## src/rtl/sws_pkg.sv

```systemverilog
// ---------------------------------------------------------------------------
// sws_pkg
// Types, constants and helpers of the swept wavetable synth.
// ---------------------------------------------------------------------------
package sws_pkg;

	localparam int TABLE_DEPTH      = 256;
	localparam int SAMPLES_PER_STEP = 8;
	localparam int TBL_AW           = (TABLE_DEPTH > 1) ? $clog2(TABLE_DEPTH) : 1;
	localparam int SC_W             = (SAMPLES_PER_STEP > 1) ? $clog2(SAMPLES_PER_STEP) : 1;
	localparam int OUT_DEPTH        = 4;
	localparam int OUT_AW           = $clog2(OUT_DEPTH);

	localparam logic [1:0] FUNC_LOAD  = 2'd0;
	localparam logic [1:0] FUNC_START = 2'd1;
	localparam logic [1:0] FUNC_TICK  = 2'd2;

	localparam logic [2:0] CFG_DURATION   = 3'd0;
	localparam logic [2:0] CFG_OFFSET     = 3'd1;
	localparam logic [2:0] CFG_DELTA      = 3'd2;
	localparam logic [2:0] CFG_DELTA_STEP = 3'd3;
	localparam logic [2:0] CFG_WAVE_MASK  = 3'd4;
	localparam logic [2:0] CFG_LFO_STEP   = 3'd5;

	localparam logic [7:0] VOL_MAX = 8'hFF;

	typedef struct packed {
		logic [1:0] func;
		logic [7:0] table_index;
		logic [7:0] table_value;
	} in_item_t;

	typedef struct packed {
		logic [7:0] dac_value;
		logic       active;
		logic       last;
	} out_item_t;

	typedef struct packed {
		logic       valid;
		logic       tick;
		logic       clear;
		logic       active;
		logic       fin;
		logic [7:0] vol;
	} s1_t;

	function automatic logic [TBL_AW-1:0] tbl_wrap(input logic [7:0] v);
		logic [8:0] r;
		r = {1'b0, v};
		for (int i = 0; i < 8; i++) begin
			if (r >= 9'(TABLE_DEPTH)) begin
				r = r - 9'(TABLE_DEPTH);
			end
		end
		return r[TBL_AW-1:0];
	endfunction

endpackage

```

## src/rtl/sws_ram.sv

```systemverilog
// ---------------------------------------------------------------------------
// sws_ram
// Generic single-port-write, single-port-read RAM with registered read.
// ---------------------------------------------------------------------------
module sws_ram #(
	parameter int WIDTH = 8,
	parameter int DEPTH = 256,
	localparam int AW   = (DEPTH > 1) ? $clog2(DEPTH) : 1
) (
	input  logic             clk,
	input  logic             we,
	input  logic [AW-1:0]    waddr,
	input  logic [WIDTH-1:0] wdata,
	input  logic             re,
	input  logic [AW-1:0]    raddr,
	output logic [WIDTH-1:0] rdata
);

	logic [WIDTH-1:0] mem_q [DEPTH];

	always_ff @(posedge clk) begin
		if (we) begin
			mem_q[waddr] <= wdata;
		end
		if (re) begin
			rdata <= mem_q[raddr];
		end
	end

endmodule

```

## src/rtl/sws_sweep.sv

```systemverilog
// ---------------------------------------------------------------------------
// sws_sweep
// Configuration registers, phase accumulator and sweep state; issues the
// table write, the table read and the stage-one control of each item.
// ---------------------------------------------------------------------------
module sws_sweep (
	input  logic                       clk,
	input  logic                       arst_n,
	input  logic                       cfg_valid,
	input  logic [2:0]                 cfg_index,
	input  logic [15:0]                cfg_data,
	input  logic                       in_accept,
	input  sws_pkg::in_item_t          in_item,
	output logic                       ram_we,
	output logic [sws_pkg::TBL_AW-1:0] ram_waddr,
	output logic [7:0]                 ram_wdata,
	output logic                       ram_re,
	output logic [sws_pkg::TBL_AW-1:0] ram_raddr,
	output sws_pkg::s1_t               ctl_s1
);
	import sws_pkg::*;

	logic [15:0]     duration_q, offset_q, delta_q, delta_step_q;
	logic [7:0]      wave_mask_q, lfo_step_q;
	logic [15:0]     phase_q, phase_step_q, step_change_q, remaining_q;
	logic [7:0]      volume_q;
	logic [SC_W-1:0] sc_q;
	logic            playing_q;

	logic [SC_W:0]   sc_inc;
	logic            step_now;
	logic [15:0]     rem_n;
	logic            is_load, is_start, is_tick;

	assign is_load  = in_accept && (in_item.func == FUNC_LOAD);
	assign is_start = in_accept && (in_item.func == FUNC_START);
	assign is_tick  = in_accept && (in_item.func == FUNC_TICK);
	assign sc_inc   = {1'b0, sc_q} + (SC_W+1)'(1);
	assign step_now = (sc_inc == (SC_W+1)'(SAMPLES_PER_STEP));
	assign rem_n    = remaining_q - 16'd1;

	assign ram_we    = is_load && ({1'b0, in_item.table_index} < 9'(TABLE_DEPTH));
	assign ram_waddr = in_item.table_index[TBL_AW-1:0];
	assign ram_wdata = in_item.table_value;
	assign ram_re    = is_tick && playing_q;
	assign ram_raddr = tbl_wrap(phase_q[15:8] & wave_mask_q);

	always_ff @(posedge clk or negedge arst_n) begin
		if (!arst_n) begin
			duration_q   <= '0;
			offset_q     <= '0;
			delta_q      <= '0;
			delta_step_q <= '0;
			wave_mask_q  <= 8'hFF;
			lfo_step_q   <= '0;
		end else if (cfg_valid) begin
			unique case (cfg_index)
				CFG_DURATION:   duration_q   <= cfg_data;
				CFG_OFFSET:     offset_q     <= cfg_data;
				CFG_DELTA:      delta_q      <= cfg_data;
				CFG_DELTA_STEP: delta_step_q <= cfg_data;
				CFG_WAVE_MASK:  wave_mask_q  <= cfg_data[7:0];
				CFG_LFO_STEP:   lfo_step_q   <= cfg_data[7:0];
				default: ;
			endcase
		end
	end

	always_ff @(posedge clk or negedge arst_n) begin
		if (!arst_n) begin
			phase_q       <= '0;
			phase_step_q  <= '0;
			step_change_q <= '0;
			remaining_q   <= '0;
			volume_q      <= VOL_MAX;
			sc_q          <= '0;
			playing_q     <= 1'b0;
		end else if (is_start) begin
			phase_q       <= offset_q;
			phase_step_q  <= delta_q;
			step_change_q <= delta_step_q;
			remaining_q   <= duration_q;
			volume_q      <= VOL_MAX;
			sc_q          <= '0;
			playing_q     <= (duration_q != 16'd0);
		end else if (is_tick && playing_q) begin
			phase_q <= phase_q + phase_step_q;
			if (step_now) begin
				sc_q          <= '0;
				remaining_q   <= rem_n;
				phase_step_q  <= phase_step_q + step_change_q;
				step_change_q <= step_change_q + {{8{lfo_step_q[7]}}, lfo_step_q};
				if (rem_n <= 16'h00FF) begin
					volume_q <= rem_n[7:0];
				end
				if (rem_n == 16'd0) begin
					playing_q <= 1'b0;
				end
			end else begin
				sc_q <= sc_inc[SC_W-1:0];
			end
		end
	end

	always_ff @(posedge clk or negedge arst_n) begin
		if (!arst_n) begin
			ctl_s1 <= '0;
		end else begin
			ctl_s1.valid  <= is_tick || (is_start && (duration_q == 16'd0));
			ctl_s1.tick   <= is_tick;
			ctl_s1.clear  <= is_start;
			ctl_s1.active <= playing_q;
			ctl_s1.fin    <= playing_q && step_now && (rem_n == 16'd0);
			ctl_s1.vol    <= volume_q;
		end
	end

endmodule

```

## src/rtl/sws_out_buf.sv

```systemverilog
// ---------------------------------------------------------------------------
// sws_out_buf
// DAC hold register and result queue toward the output channel.
// ---------------------------------------------------------------------------
module sws_out_buf (
	input  logic               clk,
	input  logic               arst_n,
	input  sws_pkg::s1_t       ctl_s1,
	input  logic [7:0]         rdata,
	input  logic               out_stall,
	output logic               out_valid,
	output sws_pkg::out_item_t out_item,
	output logic               in_stall
);
	import sws_pkg::*;

	logic [7:0]      hold_q;
	logic [7:0]      hold_n;
	out_item_t       res;
	out_item_t       buf_q [OUT_DEPTH];
	logic [OUT_AW-1:0] wp_q, rp_q;
	logic [OUT_AW:0]   cnt_q;
	logic            push, pop;

	assign push = ctl_s1.valid && ctl_s1.tick;
	assign pop  = out_valid && !out_stall;

	always_comb begin
		hold_n = hold_q;
		if (ctl_s1.active && (rdata <= ctl_s1.vol)) begin
			hold_n = rdata;
		end
		res.dac_value = hold_n;
		res.active    = ctl_s1.active;
		res.last      = ctl_s1.fin;
	end

	always_ff @(posedge clk or negedge arst_n) begin
		if (!arst_n) begin
			hold_q <= '0;
		end else if (ctl_s1.valid) begin
			if (ctl_s1.clear || (ctl_s1.tick && ctl_s1.fin)) begin
				hold_q <= '0;
			end else if (ctl_s1.tick) begin
				hold_q <= hold_n;
			end
		end
	end

	always_ff @(posedge clk) begin
		if (push) begin
			buf_q[wp_q] <= res;
		end
	end

	always_ff @(posedge clk or negedge arst_n) begin
		if (!arst_n) begin
			wp_q  <= '0;
			rp_q  <= '0;
			cnt_q <= '0;
		end else begin
			if (push) begin
				wp_q <= wp_q + OUT_AW'(1);
			end
			if (pop) begin
				rp_q <= rp_q + OUT_AW'(1);
			end
			cnt_q <= cnt_q + (OUT_AW+1)'(push) - (OUT_AW+1)'(pop);
		end
	end

	assign out_valid = (cnt_q != '0);
	assign out_item  = buf_q[rp_q];
	assign in_stall  = ((OUT_AW+2)'(cnt_q) + (OUT_AW+2)'(push)) >= (OUT_AW+2)'(OUT_DEPTH);

endmodule

```

## src/rtl/swept_wavetable_synth.sv

```systemverilog
// ---------------------------------------------------------------------------
// swept_wavetable_synth
// Wavetable oscillator with a swept phase increment and a decaying volume.
// ---------------------------------------------------------------------------
// Input channel (in_valid / in_stall / in_item): load a table byte, start a
// sound, or tick one sample. Only a tick yields a result.
// Output channel (out_valid / out_stall / out_item): one item per tick with
// the DAC byte, the active flag and the last-sample flag.
// Configuration (cfg_valid / cfg_ready / cfg_index / cfg_data): always ready;
// write while idle, values take effect at the next start.
// A tick's result passes the stage-one registers (table read and control)
// and then the result queue before it is offered on the output channel.
// Throughput: one item per cycle while in_stall is low; the table RAM has one
// read and one write port and the sweep state updates in the accept cycle.
// A four-entry result queue absorbs receiver stalls; in_stall rises when the
// queue plus the item in flight would fill it.
// Reset: sound idle, DAC 0, volume 255, mask 255, other registers 0. The wave
// table is not cleared and must be loaded before it is played.
// ---------------------------------------------------------------------------
module swept_wavetable_synth (
	input  logic               clk,
	input  logic               arst_n,
	input  logic               in_valid,
	output logic               in_stall,
	input  sws_pkg::in_item_t  in_item,
	output logic               out_valid,
	input  logic               out_stall,
	output sws_pkg::out_item_t out_item,
	input  logic               cfg_valid,
	output logic               cfg_ready,
	input  logic [2:0]         cfg_index,
	input  logic [15:0]        cfg_data
);
	import sws_pkg::*;

	logic              in_accept;
	logic              ram_we, ram_re;
	logic [TBL_AW-1:0] ram_waddr, ram_raddr;
	logic [7:0]        ram_wdata, ram_rdata;
	s1_t               ctl_s1;

	assign cfg_ready = 1'b1;
	assign in_accept = in_valid && !in_stall;

	sws_sweep u_sweep (
		.clk       (clk),
		.arst_n    (arst_n),
		.cfg_valid (cfg_valid && cfg_ready),
		.cfg_index (cfg_index),
		.cfg_data  (cfg_data),
		.in_accept (in_accept),
		.in_item   (in_item),
		.ram_we    (ram_we),
		.ram_waddr (ram_waddr),
		.ram_wdata (ram_wdata),
		.ram_re    (ram_re),
		.ram_raddr (ram_raddr),
		.ctl_s1    (ctl_s1)
	);

	sws_ram #(
		.WIDTH (8),
		.DEPTH (TABLE_DEPTH)
	) u_table (
		.clk   (clk),
		.we    (ram_we),
		.waddr (ram_waddr),
		.wdata (ram_wdata),
		.re    (ram_re),
		.raddr (ram_raddr),
		.rdata (ram_rdata)
	);

	sws_out_buf u_out (
		.clk       (clk),
		.arst_n    (arst_n),
		.ctl_s1    (ctl_s1),
		.rdata     (ram_rdata),
		.out_stall (out_stall),
		.out_valid (out_valid),
		.out_item  (out_item),
		.in_stall  (in_stall)
	);

endmodule

```

## config.mk

```make
export PLATFORM = sky130hd
export DESIGN_NAME = swept_wavetable_synth
export DESIGN_NICKNAME = d
export VERILOG_FILES = /design/src/rtl/sws_pkg.sv /design/src/rtl/sws_ram.sv /design/src/rtl/sws_sweep.sv /design/src/rtl/sws_out_buf.sv /design/src/rtl/swept_wavetable_synth.sv
export SDC_FILE = /design/constraint.sdc
export NUM_CORES = 2
export LEC_CHECK = 0
export ABC_AREA = 0
export BUFFER_PORTS_ARGS = -buffer_cell sky130_fd_sc_hd__buf_2
export CORE_MARGIN = 10
export CORE_UTILIZATION = 35
export DETAILED_ROUTE_END_ITERATION = 6
export SLEW_MARGIN = 25
export SYNTH_ARGS = -nofsm -noshare
export SYNTH_HDL_FRONTEND = slang
export SYNTH_SLANG_ARGS = --single-unit
```

## constraint.sdc

```tcl
create_clock -name clk -period 3.1 [get_ports clk]
set_input_delay 0 -clock clk [delete_from_list [all_inputs] [get_ports clk]]
set_output_delay 0 -clock clk [all_outputs]
set_load 0.01 [all_outputs]
```

== After elaboration in Yosys (flattened, before gate mapping) ==
Memories as Yosys holds them, arrays and structs flattened. A register that Yosys moved wholly into a read port is not among the register bits.
Cells that the tools add are included.
Word-level totals
  register bits: 184
  RAM bits: 2088
  input port bits: 42
  output and inout bits: 13
  logic and storage cells: 113
  memories: 2
Cells by class
  add/sub/neg operators: 10
  order comparisons: 3
  equality and inequality tests: 8
  muxes and demuxes: 29
  bitwise logic cells: 1
  reductions and logical operators: 37
Memory list
  u_table.mem_q: words 256, width 8, rd ports 1, clocked after memory_dff 1, wr ports 1, RTL line sws_ram.sv:19  | logic [WIDTH-1:0] mem_q [DEPTH];
  u_out.buf_q: words 4, width 10, rd ports 1, clocked after memory_dff 0, wr ports 1, RTL line sws_out_buf.sv:20  | out_item_t buf_q [OUT_DEPTH];
Operator list (count)
  16-bit 2-to-1 mux: 11
  8-bit 2-to-1 mux: 7
  16-bit adder: 3
  16-bit zero test: 2
  16-bit by 8-bit <= comparator with 1-bit output (second input constant): 1
  2-bit AND reduction: 8
  16-bit nonzero test: 1
  16-bit by 1-bit subtractor with 16-bit output (second input constant): 1
  1-bit logical AND: 12
  2-bit nonzero test: 5
  3-bit 2-to-1 mux: 3
  8-bit AND: 1
  8-bit <= comparator: 1
  1-bit 2-to-1 mux: 8
  3-bit by 2-bit equality test with 1-bit output (second input constant): 2
  3-bit equality test (second input constant): 2
  3-bit AND reduction: 2
  2-bit by 1-bit adder with 2-bit output (second input constant): 2
  3-bit by 1-bit adder with 4-bit output: 1
  3-bit by 1-bit adder with 4-bit output (second input constant): 1
  4-bit equality test (second input constant): 1
  4-bit by 3-bit >= comparator with 1-bit output (second input constant): 1
  3-bit by 1-bit adder with 3-bit output: 1
  3-bit by 1-bit equality test with 1-bit output (second input constant): 1
  other kinds (8): 10

== Depth between registers and ports, before layout ==
  depth in word-level cells: 9
  gate-level depth with buffers: 11
  depth with buffers taken out: 11

== Modules after synthesis ==
Synthesis repeated with hierarchy kept, for this count alone.
Second synthesis, totals
  cells, all modules: 4798
  area, all modules: 91565.3 sq um
By module, submodules not included
  sws_ram: times used 1, cells each 3733, area each 79636.4 sq um, seq. area each 61739.2 sq um
  sws_sweep: times used 1, cells each 914, area each 9396.5 sq um, seq. area each 4249.1 sq um
  sws_out_buf: times used 1, cells each 148, area each 2507.4 sq um, seq. area each 1576.5 sq um
  swept_wavetable_synth: times used 1, cells each 3, area each 25.0 sq um, seq. area each 0.0 sq um

== Least setup slack after synthesis ==
Ideal clock, no wire load.
  kind: reg-to-reg
  start: register u_out.cnt_q[1]
  end: memory u_table.mem_q[63][0], enable pin
  arrival: 2465 ps
  data required time: 2730 ps
  path slack: 265 ps
  stages on the path, launching flop included: 10
  cells stage by stage: dfrtp_1 -> nor2_1 -> a21oi_1 -> o22a_1 -> nor4b_1 -> nor2b_1 -> nor2b_1 -> nand3_1 -> clkbuf_1 -> nor2_1
Between the ends
  word-level cells in the longest chain between the ends: 7
RTL lines
  start: declaration: RTL line sws_out_buf.sv:22  | logic [OUT_AW:0] cnt_q;
  start signal: assignment: RTL line sws_out_buf.sv:68  | cnt_q <= cnt_q + (OUT_AW+1)'(push) - (OUT_AW+1)'(pop);
  3-bit by 1-bit adder with 4-bit output: RTL line sws_out_buf.sv:74  | assign in_stall = ((OUT_AW+2)'(cnt_q) + (OUT_AW+2)'(push)) >= (OUT_AW+2)'(OUT_DEPTH);
  4-bit by 3-bit >= comparator with 1-bit output: RTL line sws_out_buf.sv:74
  named net in_stall: RTL line swept_wavetable_synth.sv:24  | output logic in_stall,
  1-bit zero test: RTL line swept_wavetable_synth.sv:43  | assign in_accept = in_valid && !in_stall;
  1-bit logical AND: RTL line swept_wavetable_synth.sv:43
  1-bit logical AND: RTL line sws_sweep.sv:35  | assign is_load = in_accept && (in_item.func == FUNC_LOAD);
  1-bit 2-to-1 mux: RTL line sws_ram.sv:22  | if (we) begin
  1-bit 2-to-1 mux (implied by the code): RTL line sws_ram.sv:23  | mem_q[waddr] <= wdata;
  end: declaration: RTL line sws_ram.sv:19
The timed path passes the listed nets, and every way through them passes these cells.

== Worst setup path after layout ==
  start: register u_sweep.wave_mask_q[0]
  end: register u_table.rdata[5], read port of u_table.mem_q, data pin
Between the ends
  word-level cells in the longest chain between the ends: 1
RTL lines
  start: declaration: RTL line sws_sweep.sv:24  | logic [7:0] wave_mask_q, lfo_step_q;
  start signal: assignment: RTL line sws_sweep.sv:62  | CFG_WAVE_MASK: wave_mask_q <= cfg_data[7:0];
  8-bit AND: RTL line sws_sweep.sv:46  | assign ram_raddr = tbl_wrap(phase_q[15:8] & wave_mask_q);
  end: declaration: RTL line sws_ram.sv:16  | output logic [WIDTH-1:0] rdata
No other way between the ends.
A chain may end at the register's enable or synchronous reset.

==> impl_metrics.yaml <==
detailed_routing:
  drt_iter0_markers: 5204
  wl_mm: 233
  ant_nets: 0
  drt-wirelength-per-cell_microns: 26.5
  drc: 0
  viasPerCell: 5.40
  dr.pass1.iters: 5
  vias: 47400
timing:
  setup_violations: 8
  post-route-period-util_pct: 109
  fin_skew_ns: 0.0592
  final_max_slew_viol_count: 0
  hold_viol: 0
  rsz0062_at_grt: "yes"
  tightest_slew_ns: 1.05
  period_needed_ns: 3.39
  worst_slack_ns: -0.289
  fmax_mhz: 295
  max_slew_margin_pct: 29.8
final_layout:
  nets: 5336
  fin_area_sq_um: 108000
  area_delta_synth_final_pct: 20.1
  fin_cells: 8786
  final_core_util_pct: 42.3
  drive_above_1_share_pct: 33.3
synth:
  yosysWarnings: 0
  yosys_register_bits: 2280
  synthesis.area_per_instance_sq_um: 19.9
  yosysSeqAreaShare_pct: 75.3
  synth_nets: 4618
  synth-edff-count: 2096
  synthCells: 4509
  ys_types: 69
  syn-cell-area_sq_um: 89800
  synth-main-ff-cell: "edfxtp_1"
  async_flop_share_pct: 8.07
pwr:
  p_total_mw: 78.9
  cellPowerDensity_nw_per_um2: 733
  power.leakage_nw: 35.9
  ir_drop_v: 0.000713
floorplanning:
  rows: 185
  num_io_pins: 55
  initial_core_util_pct: 35.3
  die_y_microns: 526
  core_area_sq_um: 255000
  die_x_microns: 526
  dieArea_sq_um: 277000
grt:
  grt_max_degree: 123
  grt_pass1_wl_mm: 340
  antenna_found_initial: 9
  gr-total-overflow: 0
  grt_pass1_vias: 48500
  gr-usage-all-layers_pct: 16.3
place:
  placed_area_sq_um: 98700
  hpwlAfterDp_mm: 143
  portBuffers: 53
  placed_cells: 8289
  gp_congestion: 0.807
clock_network:
  clock-sinks: 2280
  cts.path.max_buffers: 3
  clk_latency_ns: 0.87
  htreeDepth: 4
  cts-root-buf: "clkbuf_16"
  tritoncts: "built"
  cts_buffers: 219
  clk_pin_slew_ns: 0.06
setup_path:
  worstSetupPathType: "reg -> reg"
  worstPathArrival_ns: 3.97
  critPathRequiredTime_ns: 3.68
  cp-start-kind: "flip-flop"
  end_kind: "flip-flop"
  critPathMaxFanout: 10
outcome:
  violations: "setup timing"
  status: "finished with violations"
run:
  drv_cap: 0
worst_hold_path:
  hold_class: "in -> reg"
-- worst paths after layout --
| path | slack (ns) | endpoint | from | cells after the start |
|---|---|---|---|---|
| worst min-delay path | 0.07 | u_sweep.ctl_s1[11]$_DFF_PN0_ | in_item[17] | 4 |
| worst max-delay path | -0.29 | u_table.rdata[5]$_DFFE_PP_ | u_sweep.wave_mask_q[0]$_DFFE_PN1P_ | 11 |
| worst min register to register | 0.40 | u_sweep.ctl_s1[1]$_DFF_PN0_ | u_sweep.volume_q[1]$_DFFE_PN1P_ | 0 |
| max in group asynchronous | 2.32 | u_sweep.wave_mask_q[1]$_DFFE_PN1P_ | arst_n | 4 |
| min in group asynchronous | 0.30 | u_out.cnt_q[2]$_DFF_PN0_ | arst_n | 4 |
| worst max register to register | -0.29 | u_table.rdata[5]$_DFFE_PP_ | u_sweep.wave_mask_q[0]$_DFFE_PN1P_ | 11 |
-- kinds of logic (layout without fill, tap and decap cells) --
logic type,count (synthesis),count (layout),share of synthesized area (%)
flops,2280,2280,75.3
other cells,1,3,0.00418
fa+ha+maj,67,67,0.967
simple gates,574,575,2.90
compound gates,642,642,4.82
mux,613,613,14.2
xor+xnor,48,48,0.468
buf+inv,284,1192,1.33
-- worst max-delay path: stages (launching register included) --
cell and delay, ns:
dfstp_2 0.60, nand2_8 0.13, buf_6 0.16, buf_12 0.14, buf_16 0.17, mux4_2 0.43, a22oi_2 0.18, buf_4 0.16
a21oi_2 0.07, or4_4 0.57, a22oi_2 0.33, nand3_1 0.13
-- layout make-up --
cell class              count  area [sq um]
diodes                      2          5.00
clock buffers             263          5770
clock inverters           149          1430
fillers                 22000        147000
inverters                  36           135
multi-input cells        1946         21800
flip-flops and latches   2280         67600
well taps                3366          4210
repair buffers            744          6860
-- cells in the mapped netlist, types with 24 or more instances --
library cell | instances | area (sq um)
clkbuf_1 | 159 | 597
nand3_1 | 34 | 170
mux2_2 | 89 | 1000
nor2_1 | 316 | 1190
nand2_1 | 78 | 293
buf_2 | 47 | 235
xnor2_1 | 30 | 263
buf_1 | 26 | 97.6
o21ai_0 | 76 | 380
dfrtp_1 | 168 | 4200
a21oi_1 | 162 | 811
inv_1 | 35 | 131
a22oi_1 | 301 | 2260
edfxtp_1 | 2096 | 62900
nor3_1 | 24 | 120
mux4_2 | 522 | 11800
ha_1 | 63 | 788
-- what timing repair did --
| action | in CTS | in global routing |
|---|---|---|
| hold endpoints to repair | 2074 | 0 |
| pin swaps | 26 | 42 |
| setup buffers | 15 | 4 |
| gates resized for setup | 87 | 84 |
| endpoints found under the setup margin | 8 | 278 |
| cloned | 6 | 5 |
| hold buffers | 54 | 0 |
-- cells in the final DEF, fill, tap and decap left out, drive strengths merged, types with 16 or more instances in the layout --
cell,netlist,final
dfstp,16,16
o21ai,79,79
bufinv,0,20
nor3,26,26
nand3,34,34
inv,35,45
dfrtp,168,168
xnor2,30,30
nand2b,16,16
clkbuf,159,269
a21oi,162,162
dlygate4sd3,0,53
nor2,317,317
nand2,79,80
ha,63,63
nor2b,16,16
or4,18,18
o41ai,16,16
edfxtp,2096,2096
mux2,89,89
xor2,18,18
buf,89,685
clkinv,1,110
a22oi,301,301
mux4,522,522
-- registers in the layout, indices dropped and copies added (netlist names), 16 cells and up --
register               flops
u_sweep.delta_step_q      16
u_sweep.offset_q          16
u_sweep.delta_q           16
u_sweep.phase_step_q      16
u_sweep.step_change_q     16
u_sweep.phase_q           16
u_out.buf_q               40
u_sweep.duration_q        16
u_table.mem_q           2048
u_sweep.remaining_q       16
-- through the flow --
step	TNS [ns]	hold WS, ns	setup slack (ns)
2_1_floorplan	0	-0.296	0.265
3_3_place_gp	-4.74	0.0544	-0.712
3_5_place_dp	-4.43	0.0618	-0.663
4_1_cts	-1.82	0.0225	-0.263
5_1_grt	-2.21	0.0660	-0.314
6_report	-1.94	0.0709	-0.289
-- routing by layer --
layer	GRT usage [%]	part of all wire, %	vias to the layer above	wire (microns)
met4	4.34	2.5	2	5890
met1	22.9	43	25300	98900
met5	0	0.0056	-	13
met3	2.54	6.4	317	14900
li1	-	-	20100	-
met2	26.6	49	1699	113000
-- power by group --
group	internal, mW	switching, mW	leakage [nW]
Clock	15.0	11.7	3.50
Combinational	7.98	9.00	11.3
Sequential	34.4	0.841	21.0
Total	57.4	21.5	35.9
Power figures use the tool's default switching activity.
